## config.mk

```make
export PLATFORM = sky130hd
export DESIGN_NAME = fifo_lifo_sample_stack_unit
export DESIGN_NICKNAME = d
export VERILOG_FILES = /design/src/hw/rtl/fls_pkg.sv /design/src/hw/rtl/fls_in_stage.sv /design/src/hw/rtl/fls_core.sv /design/src/hw/rtl/fifo_lifo_sample_stack_unit.sv
export SDC_FILE = /design/constraint.sdc
export NUM_CORES = 1
export LEC_CHECK = 0
export BUFFER_PORTS_ARGS = -buffer_cell sky130_fd_sc_hd__buf_2
export CAP_MARGIN = 20
export CORE_AREA = 4 4 277 279
export DETAILED_ROUTE_END_ITERATION = 8
export DIE_AREA = 0 0 281 283
export PLACE_DENSITY = 0.83
export SETUP_SLACK_MARGIN = 0.15
export SYNTH_ARGS = -nofsm -noshare
export SYNTH_HDL_FRONTEND = slang
export SYNTH_SLANG_ARGS = --single-unit
```

## constraint.sdc

```tcl
create_clock -name clk -period 7.5 [get_ports clk]
set_input_delay 0.75 -clock clk [delete_from_list [all_inputs] [get_ports clk]]
set_output_delay 0.75 -clock clk [all_outputs]
set_load 0.005 [all_outputs]
```

## src/hw/rtl/fls_pkg.sv

```systemverilog
`timescale 1ns / 1ps

package fls_pkg;

    localparam int DEPTH       = 16;
    localparam int SAMPLE_BITS = 16;
    localparam int SMP_W       = 16;
    localparam int NUM_SMP     = 4;
    localparam int IDX_W       = $clog2(DEPTH);
    localparam int CNT_W       = $clog2(DEPTH + 1);
    localparam int FILL_W      = 5;
    localparam int IN_DATA_W   = 72;
    localparam int OUT_DATA_W  = 80;

    typedef logic signed [SMP_W-1:0] sample_t;
    typedef sample_t [NUM_SMP-1:0] quad_t;

    typedef struct packed {
        logic  reset_gate;
        logic  push_gate;
        logic  pop_gate;
        quad_t samples;
    } in_item_t;

    typedef struct packed {
        quad_t             held;
        logic              overflow_flag;
        logic              underflow_flag;
        logic              full_flag;
        logic              empty_flag;
        logic [FILL_W-1:0] fill_level;
    } out_item_t;

    // keep the low SAMPLE_BITS bits as a two's complement value
    function automatic sample_t keep_sample(input sample_t v);
        logic signed [SAMPLE_BITS-1:0] t;
        begin
            t = v[SAMPLE_BITS-1:0];
            return SMP_W'(t);
        end
    endfunction

endpackage

```

## src/hw/rtl/fls_in_stage.sv

```systemverilog
`timescale 1ns / 1ps

module fls_in_stage
    import fls_pkg::*;
(
    input  logic                 clk,
    input  logic                 rst_n,
    input  logic                 s_tvalid,
    output logic                 s_tready,
    input  logic [IN_DATA_W-1:0] s_tdata,
    output logic                 item_valid,
    output in_item_t             item,
    input  logic                 item_take
);

    logic     valid_reg;
    logic     valid_next;
    in_item_t item_reg;
    in_item_t item_next;
    logic     load;

    // holds one beat while the core is stalled
    assign s_tready = !valid_reg || item_take;
    assign load     = s_tvalid && s_tready;

    always_comb
    begin
        valid_next = valid_reg;
        if (load)
        begin
            valid_next = 1'b1;
        end
        else if (item_take)
        begin
            valid_next = 1'b0;
        end
    end

    always_comb
    begin
        item_next            = item_reg;
        if (load)
        begin
            item_next.reset_gate = s_tdata[0];
            item_next.push_gate  = s_tdata[1];
            item_next.pop_gate   = s_tdata[2];
            item_next.samples    = s_tdata[3 +: NUM_SMP*SMP_W];
        end
    end

    always_ff @(posedge clk or negedge rst_n)
    begin
        if (!rst_n)
        begin
            valid_reg <= 1'b0;
        end
        else
        begin
            valid_reg <= valid_next;
        end
    end

    always_ff @(posedge clk)
    begin
        item_reg <= item_next;
    end

    assign item_valid = valid_reg;
    assign item       = item_reg;

endmodule

```

## src/hw/rtl/fls_core.sv

```systemverilog
`timescale 1ns / 1ps

module fls_core
    import fls_pkg::*;
(
    input  logic      clk,
    input  logic      rst_n,
    input  logic      cfg_wr_en,
    input  logic      cfg_wr_data,
    input  logic      item_valid,
    input  in_item_t  item,
    output logic      item_take,
    output logic      res_valid,
    input  logic      res_take,
    output out_item_t res
);

    quad_t             store_mem [DEPTH];

    logic              mode_reg;
    logic [2:0]        prior_reg;
    logic [IDX_W-1:0]  oldest_reg;
    logic [CNT_W-1:0]  count_reg;
    quad_t             held_reg;
    logic              ovf_reg;
    logic              unf_reg;
    logic              out_valid_reg;
    out_item_t         out_reg;

    logic [2:0]        prior_next;
    logic [IDX_W-1:0]  oldest_next;
    logic [CNT_W-1:0]  count_next;
    quad_t             held_next;
    logic              ovf_next;
    logic              unf_next;
    logic              out_valid_next;
    out_item_t         out_next;

    logic              step;
    logic [2:0]        levels;
    logic [2:0]        rise;
    logic              gated;
    logic              do_push;
    logic              push_ok;
    logic              do_pop;
    logic [CNT_W-1:0]  count_mid;
    logic [IDX_W-1:0]  wr_idx;
    logic [IDX_W-1:0]  rd_idx;
    quad_t             push_data;
    quad_t             rd_data;

    // slot arithmetic: sum stays below twice the depth
    function automatic logic [IDX_W-1:0] wrap_idx(input logic [CNT_W:0] sum);
        logic [CNT_W:0] t;
        begin
            t = (sum >= (CNT_W+1)'(DEPTH)) ? sum - (CNT_W+1)'(DEPTH) : sum;
            return t[IDX_W-1:0];
        end
    endfunction

    assign item_take = !out_valid_reg || res_take;
    assign step      = item_valid && item_take;

    assign levels  = {item.pop_gate, item.push_gate, item.reset_gate};
    assign rise    = levels & ~prior_reg;
    // reset level high (edge or held) blocks push and pop
    assign gated   = !levels[0];
    assign do_push = gated && rise[1];
    assign push_ok = do_push && (count_reg < CNT_W'(DEPTH));
    assign do_pop  = gated && rise[2];

    assign count_mid = push_ok ? count_reg + CNT_W'(1) : count_reg;

    always_comb
    begin
        for (int i = 0; i < NUM_SMP; i++)
        begin
            push_data[i] = keep_sample(item.samples[i]);
        end
    end

    assign wr_idx = wrap_idx((CNT_W+1)'(oldest_reg) + (CNT_W+1)'(count_reg));
    assign rd_idx = mode_reg
                  ? wrap_idx((CNT_W+1)'(oldest_reg) + (CNT_W+1)'(count_mid) - (CNT_W+1)'(1))
                  : oldest_reg;

    // a pop can take the entry pushed in the same beat
    assign rd_data = (push_ok && (rd_idx == wr_idx)) ? push_data : store_mem[rd_idx];

    always_comb
    begin
        prior_next     = prior_reg;
        oldest_next    = oldest_reg;
        count_next     = count_reg;
        held_next      = held_reg;
        ovf_next       = ovf_reg;
        unf_next       = unf_reg;
        out_valid_next = out_valid_reg;
        out_next       = out_reg;

        if (res_take)
        begin
            out_valid_next = 1'b0;
        end

        if (cfg_wr_en)
        begin
            oldest_next = '0;
            count_next  = '0;
            ovf_next    = 1'b0;
            unf_next    = 1'b0;
        end
        else if (step)
        begin
            prior_next = levels;
            if (rise[0])
            begin
                oldest_next = '0;
                count_next  = '0;
                ovf_next    = 1'b0;
                unf_next    = 1'b0;
            end
            else if (gated)
            begin
                if (do_push)
                begin
                    unf_next   = 1'b0;
                    ovf_next   = !push_ok;
                    count_next = count_mid;
                end
                if (do_pop)
                begin
                    ovf_next = 1'b0;
                    if (count_mid == '0)
                    begin
                        held_next = '0;
                        unf_next  = 1'b1;
                    end
                    else
                    begin
                        held_next  = rd_data;
                        count_next = count_mid - CNT_W'(1);
                        unf_next   = 1'b0;
                        if (!mode_reg)
                        begin
                            oldest_next = wrap_idx((CNT_W+1)'(oldest_reg) + (CNT_W+1)'(1));
                        end
                    end
                end
            end
        end

        if (step)
        begin
            out_valid_next          = 1'b1;
            out_next.held           = held_next;
            out_next.overflow_flag  = ovf_next;
            out_next.underflow_flag = unf_next;
            out_next.full_flag      = (count_next == CNT_W'(DEPTH));
            out_next.empty_flag     = (count_next == '0);
            out_next.fill_level     = FILL_W'(count_next);
        end
    end

    always_ff @(posedge clk or negedge rst_n)
    begin
        if (!rst_n)
        begin
            mode_reg      <= 1'b0;
            prior_reg     <= '0;
            oldest_reg    <= '0;
            count_reg     <= '0;
            held_reg      <= '0;
            ovf_reg       <= 1'b0;
            unf_reg       <= 1'b0;
            out_valid_reg <= 1'b0;
        end
        else
        begin
            if (cfg_wr_en)
            begin
                mode_reg <= cfg_wr_data;
            end
            prior_reg     <= prior_next;
            oldest_reg    <= oldest_next;
            count_reg     <= count_next;
            held_reg      <= held_next;
            ovf_reg       <= ovf_next;
            unf_reg       <= unf_next;
            out_valid_reg <= out_valid_next;
        end
    end

    always_ff @(posedge clk)
    begin
        out_reg <= out_next;
        if (!cfg_wr_en && step && push_ok)
        begin
            store_mem[wr_idx] <= push_data;
        end
    end

    assign res_valid = out_valid_reg;
    assign res       = out_reg;

`ifndef ASSERT_OFF
    a_count_bound: assert property (@(posedge clk) disable iff (!rst_n)
        count_reg <= CNT_W'(DEPTH))
        else $error("entry count above depth");

    a_flags_excl: assert property (@(posedge clk) disable iff (!rst_n)
        !(ovf_reg && unf_reg))
        else $error("overflow and underflow both set");

    a_cfg_clears: assert property (@(posedge clk) disable iff (!rst_n)
        cfg_wr_en |=> (count_reg == '0) && !ovf_reg && !unf_reg)
        else $error("mode write did not empty the store");

    a_out_hold: assert property (@(posedge clk) disable iff (!rst_n)
        (out_valid_reg && !res_take) |=> out_valid_reg && $stable(out_reg))
        else $error("stalled result changed");
`endif

endmodule

```

## src/hw/rtl/fifo_lifo_sample_stack_unit.sv

```systemverilog
// an accepted input beat is held in the input stage register, then in the core result register
// throughput: one beat per cycle while the output side takes results
// each beat is one sample tick: edge detect, one indexed write and one read of
// the 16-entry register store, then the result register
// rst_n clears the store pointers, fill count, flags, held samples, gate history
// and order mode; store contents stay undefined until written
`timescale 1ns / 1ps

module fifo_lifo_sample_stack_unit
    import fls_pkg::*;
(
    input  logic                  clk,
    input  logic                  rst_n,
    input  logic                  cfg_wr_en,
    input  logic                  cfg_wr_data,   // order_mode: 0 fifo, 1 lifo
    input  logic                  s_tvalid,
    output logic                  s_tready,
    // reset_gate, push_gate, pop_gate, sample_a, sample_b, sample_c, sample_d, zero pad
    input  logic [IN_DATA_W-1:0]  s_tdata,
    output logic                  m_tvalid,
    input  logic                  m_tready,
    // held_a, held_b, held_c, held_d, overflow_flag, underflow_flag,
    // full_flag, empty_flag, fill_level, zero pad
    output logic [OUT_DATA_W-1:0] m_tdata
);

    logic      item_valid;
    in_item_t  item;
    logic      item_take;
    out_item_t res;

    fls_in_stage u_in_stage (
        .clk        (clk),
        .rst_n      (rst_n),
        .s_tvalid   (s_tvalid),
        .s_tready   (s_tready),
        .s_tdata    (s_tdata),
        .item_valid (item_valid),
        .item       (item),
        .item_take  (item_take)
    );

    fls_core u_core (
        .clk         (clk),
        .rst_n       (rst_n),
        .cfg_wr_en   (cfg_wr_en),
        .cfg_wr_data (cfg_wr_data),
        .item_valid  (item_valid),
        .item        (item),
        .item_take   (item_take),
        .res_valid   (m_tvalid),
        .res_take    (m_tready),
        .res         (res)
    );

    assign m_tdata = {
        (OUT_DATA_W - NUM_SMP*SMP_W - 4 - FILL_W)'(0),
        res.fill_level,
        res.empty_flag,
        res.full_flag,
        res.underflow_flag,
        res.overflow_flag,
        res.held
    };

endmodule

```

==> flow_metrics.env, run 1 <==
export IMPL_cts_buffers=117
export IMPL_synth_edf_count=1164
export IMPL_rows=100
export IMPL_hold_class="in -> async"
export IMPL_hold_ws_ns=0.0938
export IMPL_cts_setup_buffers=0
export IMPL_power_frac_seq_pct=49.8
export IMPL_grt_setup_unrepaired="no"
export IMPL_syn_inst=3526
export IMPL_clk_latency_ns=0.71
export IMPL_p_comb_share_pct=13.8
export IMPL_nFillCells=4271
export IMPL_start_util_pct=64.8
export IMPL_initialDrtViolationCount=4227
export IMPL_slew_violations=0
export IMPL_finalSetupTns_ns=0
export IMPL_post_dp_hpwl_um=56600
export IMPL_grt_pass1_vias=30499
export IMPL_gp_congestion=0.764
export IMPL_max_slew_margin_pct=9.50
export IMPL_cts_tree="yes"
export IMPL_ant_nets=0
export IMPL_crit_fanout=35
export IMPL_drive_above_1_share_pct=11.1
export IMPL_grt_use_total_pct=30.2
export IMPL_postLayoutCellArea_um2=53900
export IMPL_required_ns=7.92
export IMPL_cap_violations=0
export IMPL_regArea_um2=37000
export IMPL_hold_violations=0
export IMPL_synth_cell_types=60
export IMPL_clkTransAtPathRegs_ns=0.06
export IMPL_die_h_um=283
export IMPL_swShare_pct=26.3
export IMPL_critPathKind="reg -> reg"
export IMPL_dr_pass1_iters=6
export IMPL_critical_path_startpoint_type="register"
export IMPL_htreeDepth=3
export IMPL_dp_cells=4485
export IMPL_die_x_um=281
export IMPL_period_share_pct=73.8
export IMPL_wire_per_inst_um=25.7
export IMPL_setup_viol=0
export IMPL_worst_slew_pin_slew_ns=1.36
export IMPL_detailed_place_area_um2=49900
export IMPL_largest_reg_flops=1024
export IMPL_portBuffers=147
export IMPL_ir_worst_vdd_mv=0.197
export IMPL_clock_tree_root_cell="clkbuf_16"
export IMPL_synth_ff_type="edfxtp_1"
export IMPL_antenna_found_initial=2
export IMPL_grt_pass1_wl_um=182000
export IMPL_multiInputGateArea_um2=10500
export IMPL_endpoint_kind="register"
export IMPL_postCtsHoldBufs=0
export IMPL_skew_ns=0.0345
export IMPL_ys_seq_area_share_pct=76.9
export IMPL_die_area_um2=79500
export IMPL_cts_resized=0
export IMPL_clkPwrFrac_pct=36.4
export IMPL_grt_max_degree=229
export IMPL_gr_total_overflow=0
export IMPL_period_minus_slack_ns=5.53
export IMPL_setup_ws_ns=1.97
export IMPL_vias_per_cell=6.50
export IMPL_syn_to_final_growth_pct=12.1
export IMPL_drt_total_wl_um=121000
export IMPL_dp_slack_ns=2.09
export IMPL_ys_seq_elements=1245
export IMPL_syn_cell_area_um2=48100
export IMPL_power_internal_mw=11.9
export IMPL_p_total_mw=16.2
export IMPL_async_flop_share_pct=6.51
export IMPL_crit_arrival_ns=5.95
export IMPL_drcViolationCount=0
export IMPL_fmax_mhz=181
export IMPL_pin_count=160
export IMPL_leakage_nw=19.2
export IMPL_synth_warnings=0
export IMPL_power_density_nw_per_um2=300
export IMPL_status="complete, no violations"
export IMPL_final_nets=3726
export IMPL_coreArea_um2=74200
export IMPL_clock_path_buffers=3
export IMPL_switchingPower_mw=4.26
export IMPL_crit_slowest_cell="or4b_1"
export IMPL_max_stage_delay_ns=0.83
export IMPL_post_route_util_pct=72.6
export IMPL_vias=30645
export IMPL_avgSynthCellArea_um2=13.6
export IMPL_fin_cells=4712
export IMPL_cp_cell_sequence="or4b_1 -> or3_1 -> and2_1 -> ha_1 -> fa_1 -> xnor2_1 -> a211oi_1 -> nor4_2 -> xor2_4 -> buf_4 -> mux2i_1 -> a221o_1"
export IMPL_cts_sinks=1245
==> logic make-up after synthesis <==
family                   synth area share (%)
other                                 0.00780
buffers and inverters                    1.85
AO/OA/AOI/OAI                            2.10
adder cells (fa/ha/maj)                 0.291
multiplexers                             1.44
flip-flops                               76.9
XOR/XNOR                                0.289
AND/OR/NAND/NOR                          17.1
==> routing by layer <==
metal / up-vias / global-route usage [%] / routed length, um
li1: 13094 / - / -
met1: 14960 / 41.0 / 42700
met2: 2230 / 49.1 / 59500
met3: 361 / 5.48 / 14400
met4: 0 / 12.8 / 4810
met5: - / 0 / 0
==> cells in the final DEF, fill, tap and decap left out, drive strengths merged, types with 4 or more instances in the layout <==
cell and n:
o21ai 8, clkinv 58, a221o 64, ha 8, inv 14, mux2i 67
edfxtp 1164, nor4 5, clkbuf 149, buf 201, clkinvlp 5, nor3 4
or4 4, a21o 4, bufinv 9, nand3 518, a21oi 10, nor2b 69
dfrtp 81, xnor2 8, nand2b 8, nand2 1051, nor2 32, xor2 7
conb 7, nand4 133, a31oi 6
==> Yosys cell counts, types with 2 or more instances <==
| library cell | number | area share, % |
|---|---|---|
| a221o_1 | 64 | 1.3 |
| nand2b_1 | 8 | 0.10 |
| nor2b_1 | 69 | 0.90 |
| buf_4 | 7 | 0.11 |
| buf_2 | 13 | 0.14 |
| o31ai_1 | 2 | 0.031 |
| nand3_1 | 518 | 5.4 |
| a221oi_1 | 2 | 0.036 |
| xnor2_1 | 8 | 0.15 |
| buf_1 | 17 | 0.13 |
| clkbuf_1 | 177 | 1.4 |
| nor3b_1 | 3 | 0.047 |
| and2_1 | 2 | 0.026 |
| a21o_1 | 4 | 0.062 |
| mux2i_1 | 67 | 1.4 |
| nand2_1 | 1051 | 8.2 |
| dfrtp_1 | 81 | 4.2 |
| a32oi_1 | 2 | 0.036 |
| nor3_1 | 3 | 0.031 |
| or2_2 | 2 | 0.026 |
| a211oi_1 | 3 | 0.047 |
| nand4_1 | 133 | 1.7 |
| nor2_1 | 32 | 0.25 |
| ha_1 | 8 | 0.21 |
| a22oi_1 | 2 | 0.031 |
| or3_1 | 3 | 0.039 |
| mux2_2 | 2 | 0.047 |
| o32ai_1 | 2 | 0.036 |
| edfxtp_1 | 1164 | 73 |
| o21ai_0 | 8 | 0.083 |
| xor2_1 | 6 | 0.11 |
| inv_1 | 12 | 0.094 |
| nand4b_1 | 2 | 0.036 |
| nor4_1 | 4 | 0.052 |
| a31oi_1 | 6 | 0.078 |
| a21oi_1 | 10 | 0.10 |
| or4_1 | 4 | 0.062 |
| o211ai_1 | 2 | 0.031 |
| fa_1 | 2 | 0.083 |
==> critical path, delay by kind of cell (launching register included) <==
kind / cells / cell delay [ns]
compound gates: 2 / 0.50
flops: 1 / 0.58
buf+inv: 1 / 0.72
xor+xnor: 2 / 0.41
simple gates: 4 / 1.99
fa+ha+maj: 2 / 0.70
mux: 1 / 0.30
==> power groups by stage <==
| stage | sequential (mW) | clock [mW] | combinational, mW |
|---|---|---|---|
| finish | 8.06 | 5.89 | 2.23 |
| global route | 8.09 | 6.24 | 2.40 |
| CTS | 8.06 | 5.93 | 2.19 |
| detailed placement | 8.20 | 0 | 2.14 |
| global placement | 8.19 | 0 | 2.08 |
| floorplan | 8.13 | 0 | 1.48 |
==> worst paths after layout <==
| path | from | end | slack, ns | depth (start not counted) |
|---|---|---|---|---|
| worst max-delay path | u_in_stage.item[66] | u_core.res[49] | 1.97 | 12 |
| worst min-delay path | rst_n | u_core.held_reg[16] | 0.09 | 1 |
| worst max register to register | u_in_stage.item[66] | u_core.res[49] | 1.97 | 12 |
| worst min register to register | u_core.ovf_reg | u_core.ovf_reg | 0.53 | 2 |
| max in group asynchronous | rst_n | u_core.held_reg[51] | 6.05 | 2 |
| min in group clk | s_tdata[11] | u_in_stage.item[8] | 0.20 | 1 |
==> final cells by class <==
type | count | area share, %
Tap cell | 969 | 2.25
Sequential cell | 1245 | 68.6
Inverter | 12 | 0.0882
Antenna cell | 1 | 0.00464
Timing Repair Buffer | 201 | 2.38
Multi-Input combinational cell | 2061 | 19.4
Clock inverter | 74 | 1.34
Clock buffer | 149 | 5.86
Power figures use the tool's default switching activity.
==> run 2: changes to the inputs <==
Settings changed: ABC_AREA set to 1, CORE_AREA 4 4 277 279 to 4 4 289 291, DIE_AREA 0 0 281 283 to 0 0 293 295, PLACE_DENSITY 0.83 to 0.79.
Clock period 7.5 ns to 5.6 ns, I/O delays scaled along.
==> run 2 against run 1 <==
Sequential power grew 36%; via count grew 8.2%; synthesized cell count grew 16%; core utilization shrank 3.6 points; clock skew is essentially flat; sequential share of layout area shrank 2.2 points; non-clock buffer count grew 18; first-iteration DRC count grew 2.4%; fmax grew 18%; power grew 58%; setup slack lost 1.0 ns.
==> flow_metrics.env, run 2 <==
export IMPL_status="complete, no violations"
export IMPL_ys_seq_elements=1245
export IMPL_cts_resized=0
export IMPL_synth_commonest_cells="1,341 x nand2_1, 1,164 x edfxtp_1, 599 x nand3_1"
export IMPL_fin_cells=5350
export IMPL_pin_count=160
export IMPL_final_nets=4269
export IMPL_crit_fanout=68
export IMPL_busiest_layer="met2"
export IMPL_slew_violations=0
export IMPL_syn_inst=4093
export IMPL_largest_reg_flops=1024
export IMPL_die_h_um=295
export IMPL_skew_ns=0.0349
export IMPL_vias_per_cell=6.20
export IMPL_rows=104
export IMPL_worst_slew_pin_slew_ns=1.43
export IMPL_finalSetupTns_ns=0
export IMPL_ir_worst_vdd_mv=0.587
export IMPL_die_area_um2=86400
export IMPL_wire_per_inst_um=23.7
export IMPL_period_share_pct=83.6
export IMPL_use_met2_pct=47.5
export IMPL_cpMostUsedCell="nand2_1"
export IMPL_postCtsHoldBufs=13
export IMPL_fmax_mhz=214
export IMPL_layout_common_cells="1,340 x nand2_1, 1,164 x edfxtp_1, 599 x nand3_1, 263 x a21oi_1, 146 x buf_2"
export IMPL_critical_path_startpoint_type="register"
export IMPL_die_x_um=293
export IMPL_power_density_nw_per_um2=461
export IMPL_multiInputGateArea_um2=11300
export IMPL_cts_buffers=119
export IMPL_grt_setup_unrepaired="no"
export IMPL_min_from="s_tdata[15]"
export IMPL_ant_nets=0
export IMPL_clk_latency_ns=0.71
export IMPL_htreeDepth=3
export IMPL_coreArea_um2=80500
export IMPL_hold_class="in -> reg"
export IMPL_yosysMostFrequentCell="nand2_1"
export IMPL_r2r_cells=17
export IMPL_regArea_um2=37000
export IMPL_grt_use_total_pct=28.8
export IMPL_max_slew_margin_pct=4.83
export IMPL_worstReg2RegStart="u_in_stage.item[66]"
export IMPL_grt_max_degree=230
export IMPL_dr_pass1_iters=6
export IMPL_syn_cell_area_um2=49800
export IMPL_synth_edf_count=1164
export IMPL_period_minus_slack_ns=4.68
export IMPL_rrSetupSlack_ns=0.92
export IMPL_initialDrtViolationCount=4330
export IMPL_cts_tree="yes"
export IMPL_p_total_mw=25.6
export IMPL_gr_total_overflow=0
export IMPL_cap_violations=0
export IMPL_nFillCells=5157
export IMPL_ys_seq_area_share_pct=74.2
export IMPL_clock_path_buffers=3
export IMPL_critPathKind="reg -> reg"
export IMPL_timing_rr_end="u_core.res[11]"
export IMPL_grt_pass1_vias=32261
export IMPL_hold_violations=0
export IMPL_gp_congestion=0.801
export IMPL_synth_cell_types=39
export IMPL_min_path_cells=1
export IMPL_worstHoldEndpoint="u_in_stage.item[12]"
export IMPL_dp_cells=5106
export IMPL_postLayoutCellArea_um2=55600
export IMPL_synth_largest_area_cell="edfxtp_1"
export IMPL_vias=33163
export IMPL_syn_to_final_growth_pct=11.6
export IMPL_start_util_pct=61.9
export IMPL_drive_above_1_share_pct=10.2
export IMPL_cts_setup_buffers=0
export IMPL_clkTransAtPathRegs_ns=0.06
export IMPL_grt_pass1_wl_um=189000
export IMPL_layout_commonest_cell="nand2_1"
export IMPL_detailed_place_area_um2=51400
export IMPL_avgSynthCellArea_um2=12.2
export IMPL_drt_total_wl_um=127000
export IMPL_max_stage_delay_ns=0.83
export IMPL_drcViolationCount=0
export IMPL_setup_viol=0
export IMPL_crit_arrival_ns=5.10
export IMPL_endpoint_kind="register"
export IMPL_synth_area_leaders="edfxtp_1 70%, nand2_1 10%, nand3_1 6.0%"
export IMPL_clock_tree_root_cell="clkbuf_16"
export IMPL_required_ns=6.03
export IMPL_met3_usage_pct=5.65
export IMPL_crit_slowest_cell="buf_4"
export IMPL_grtUsageMet1_pct=37.9
export IMPL_synth_warnings=0
export IMPL_post_dp_hpwl_um=57700
export IMPL_cp_cell_sequence="inv_4 -> nand3_2 -> nand2_1 -> nand2_1 -> xor2_1 -> ha_1 -> nand2_1 -> o21ai_4 -> buf_4 -> buf_4 -> nand3_1 -> a21oi_1 -> o21ai_1 -> nand2_1 -> nand2_1 -> nand3_1 -> nand2_1"
export IMPL_cts_sinks=1245
export IMPL_synth_ff_type="edfxtp_1"
export IMPL_antenna_found_initial=1
export IMPL_synth_top_area_share_pct=70.1
export IMPL_leakage_nw=20.5
export IMPL_portBuffers=147
export IMPL_async_flop_share_pct=6.51
==> run 2: cell types whose count changed in the layout (fill, tap and decap cells not counted), moves of 60 or more <==
cell,delta
mux2i_1,-66
nand3_1,+81
a221o_1,-64
nand4_1,-66
nand2_1,+289
nor2b_1,-69
a21oi_1,+253
o21ai_0,+72
inv_1,+82
o21ai_1,+60
==> run 2: power breakdown <==
| group | switching, mW | total, mW | internal [mW] | leakage, nW |
|---|---|---|---|---|
| Sequential | 0.296 | 11.0 | 10.7 | 11.6 |
| Combinational | 4.53 | 6.33 | 1.80 | 6.88 |
| Clock | 3.47 | 8.30 | 4.83 | 2.01 |
| Total | 8.30 | 25.6 | 17.3 | 20.5 |
==> run 2: cell type report <==
| class | count | share of cell area [%] |
|---|---|---|
| Sequential cell | 1245 | 66.5 |
| Multi-Input combinational cell | 2494 | 20.3 |
| Clock buffer | 169 | 6.01 |
| Timing Repair Buffer | 219 | 2.75 |
| Tap cell | 1060 | 2.38 |
| Clock inverter | 59 | 1.37 |
| Inverter | 102 | 0.738 |
| Antenna cell | 2 | 0.00900 |
==> run 2: routing by layer <==
metal,wire length [um],part of all wire [%]
met1,45800,36
met2,60800,48
met5,0,0
met4,5280,4.2
met3,14900,12
==> run 2: critical path, delay by kind of cell (launching register included) <==
kind | cells | cell delay [ns]
AOI/OAI and AO/OA | 3 | 0.52
xor gates and xnor gates | 1 | 0.18
adders and majority gates | 1 | 0.28
buffers and inverters | 3 | 1.71
DFF | 1 | 0.55
and+or+nand+nor | 9 | 1.00
==> run 2: cell families after synthesis <==
family                   share of synthesized area [%]
AND/OR/NAND/NOR                                   17.5
XOR/XNOR                                         0.223
buffers and inverters                             3.61
AO/OA/AOI/OAI                                     4.23
other                                          0.00752
adder cells (fa/ha/maj)                          0.281
flip-flops                                        74.2
==> run 2: metrics by stage <==
step                      hold slack, ns  worst slack, ns  utilization (%)
after floorplan                    0.264            0.917                -
after global placement             0.456             1.13             63.8
after detailed placement           0.462             1.07             63.8
after CTS                       0.000743             1.02             69.0
after global routing              0.0161            0.705             69.1
final                             0.0259            0.921             69.1
==> run 2: how the worst max path moves through the flow <==
stage          slack (ns)                      to           startpoint  cells after the start
3_3_place_gp         1.13          u_core.res[32]  u_in_stage.item[66]                     17
6_report             0.92          u_core.res[11]  u_in_stage.item[66]                     17
5_1_grt              0.71          u_core.res[16]  u_in_stage.item[66]                     18
4_1_cts              1.02          u_core.res[16]  u_in_stage.item[66]                     20
3_5_place_dp         1.07          u_core.res[32]  u_in_stage.item[66]                     17
2_1_floorplan        0.92  u_core.store_mem[0][0]             m_tready                     10
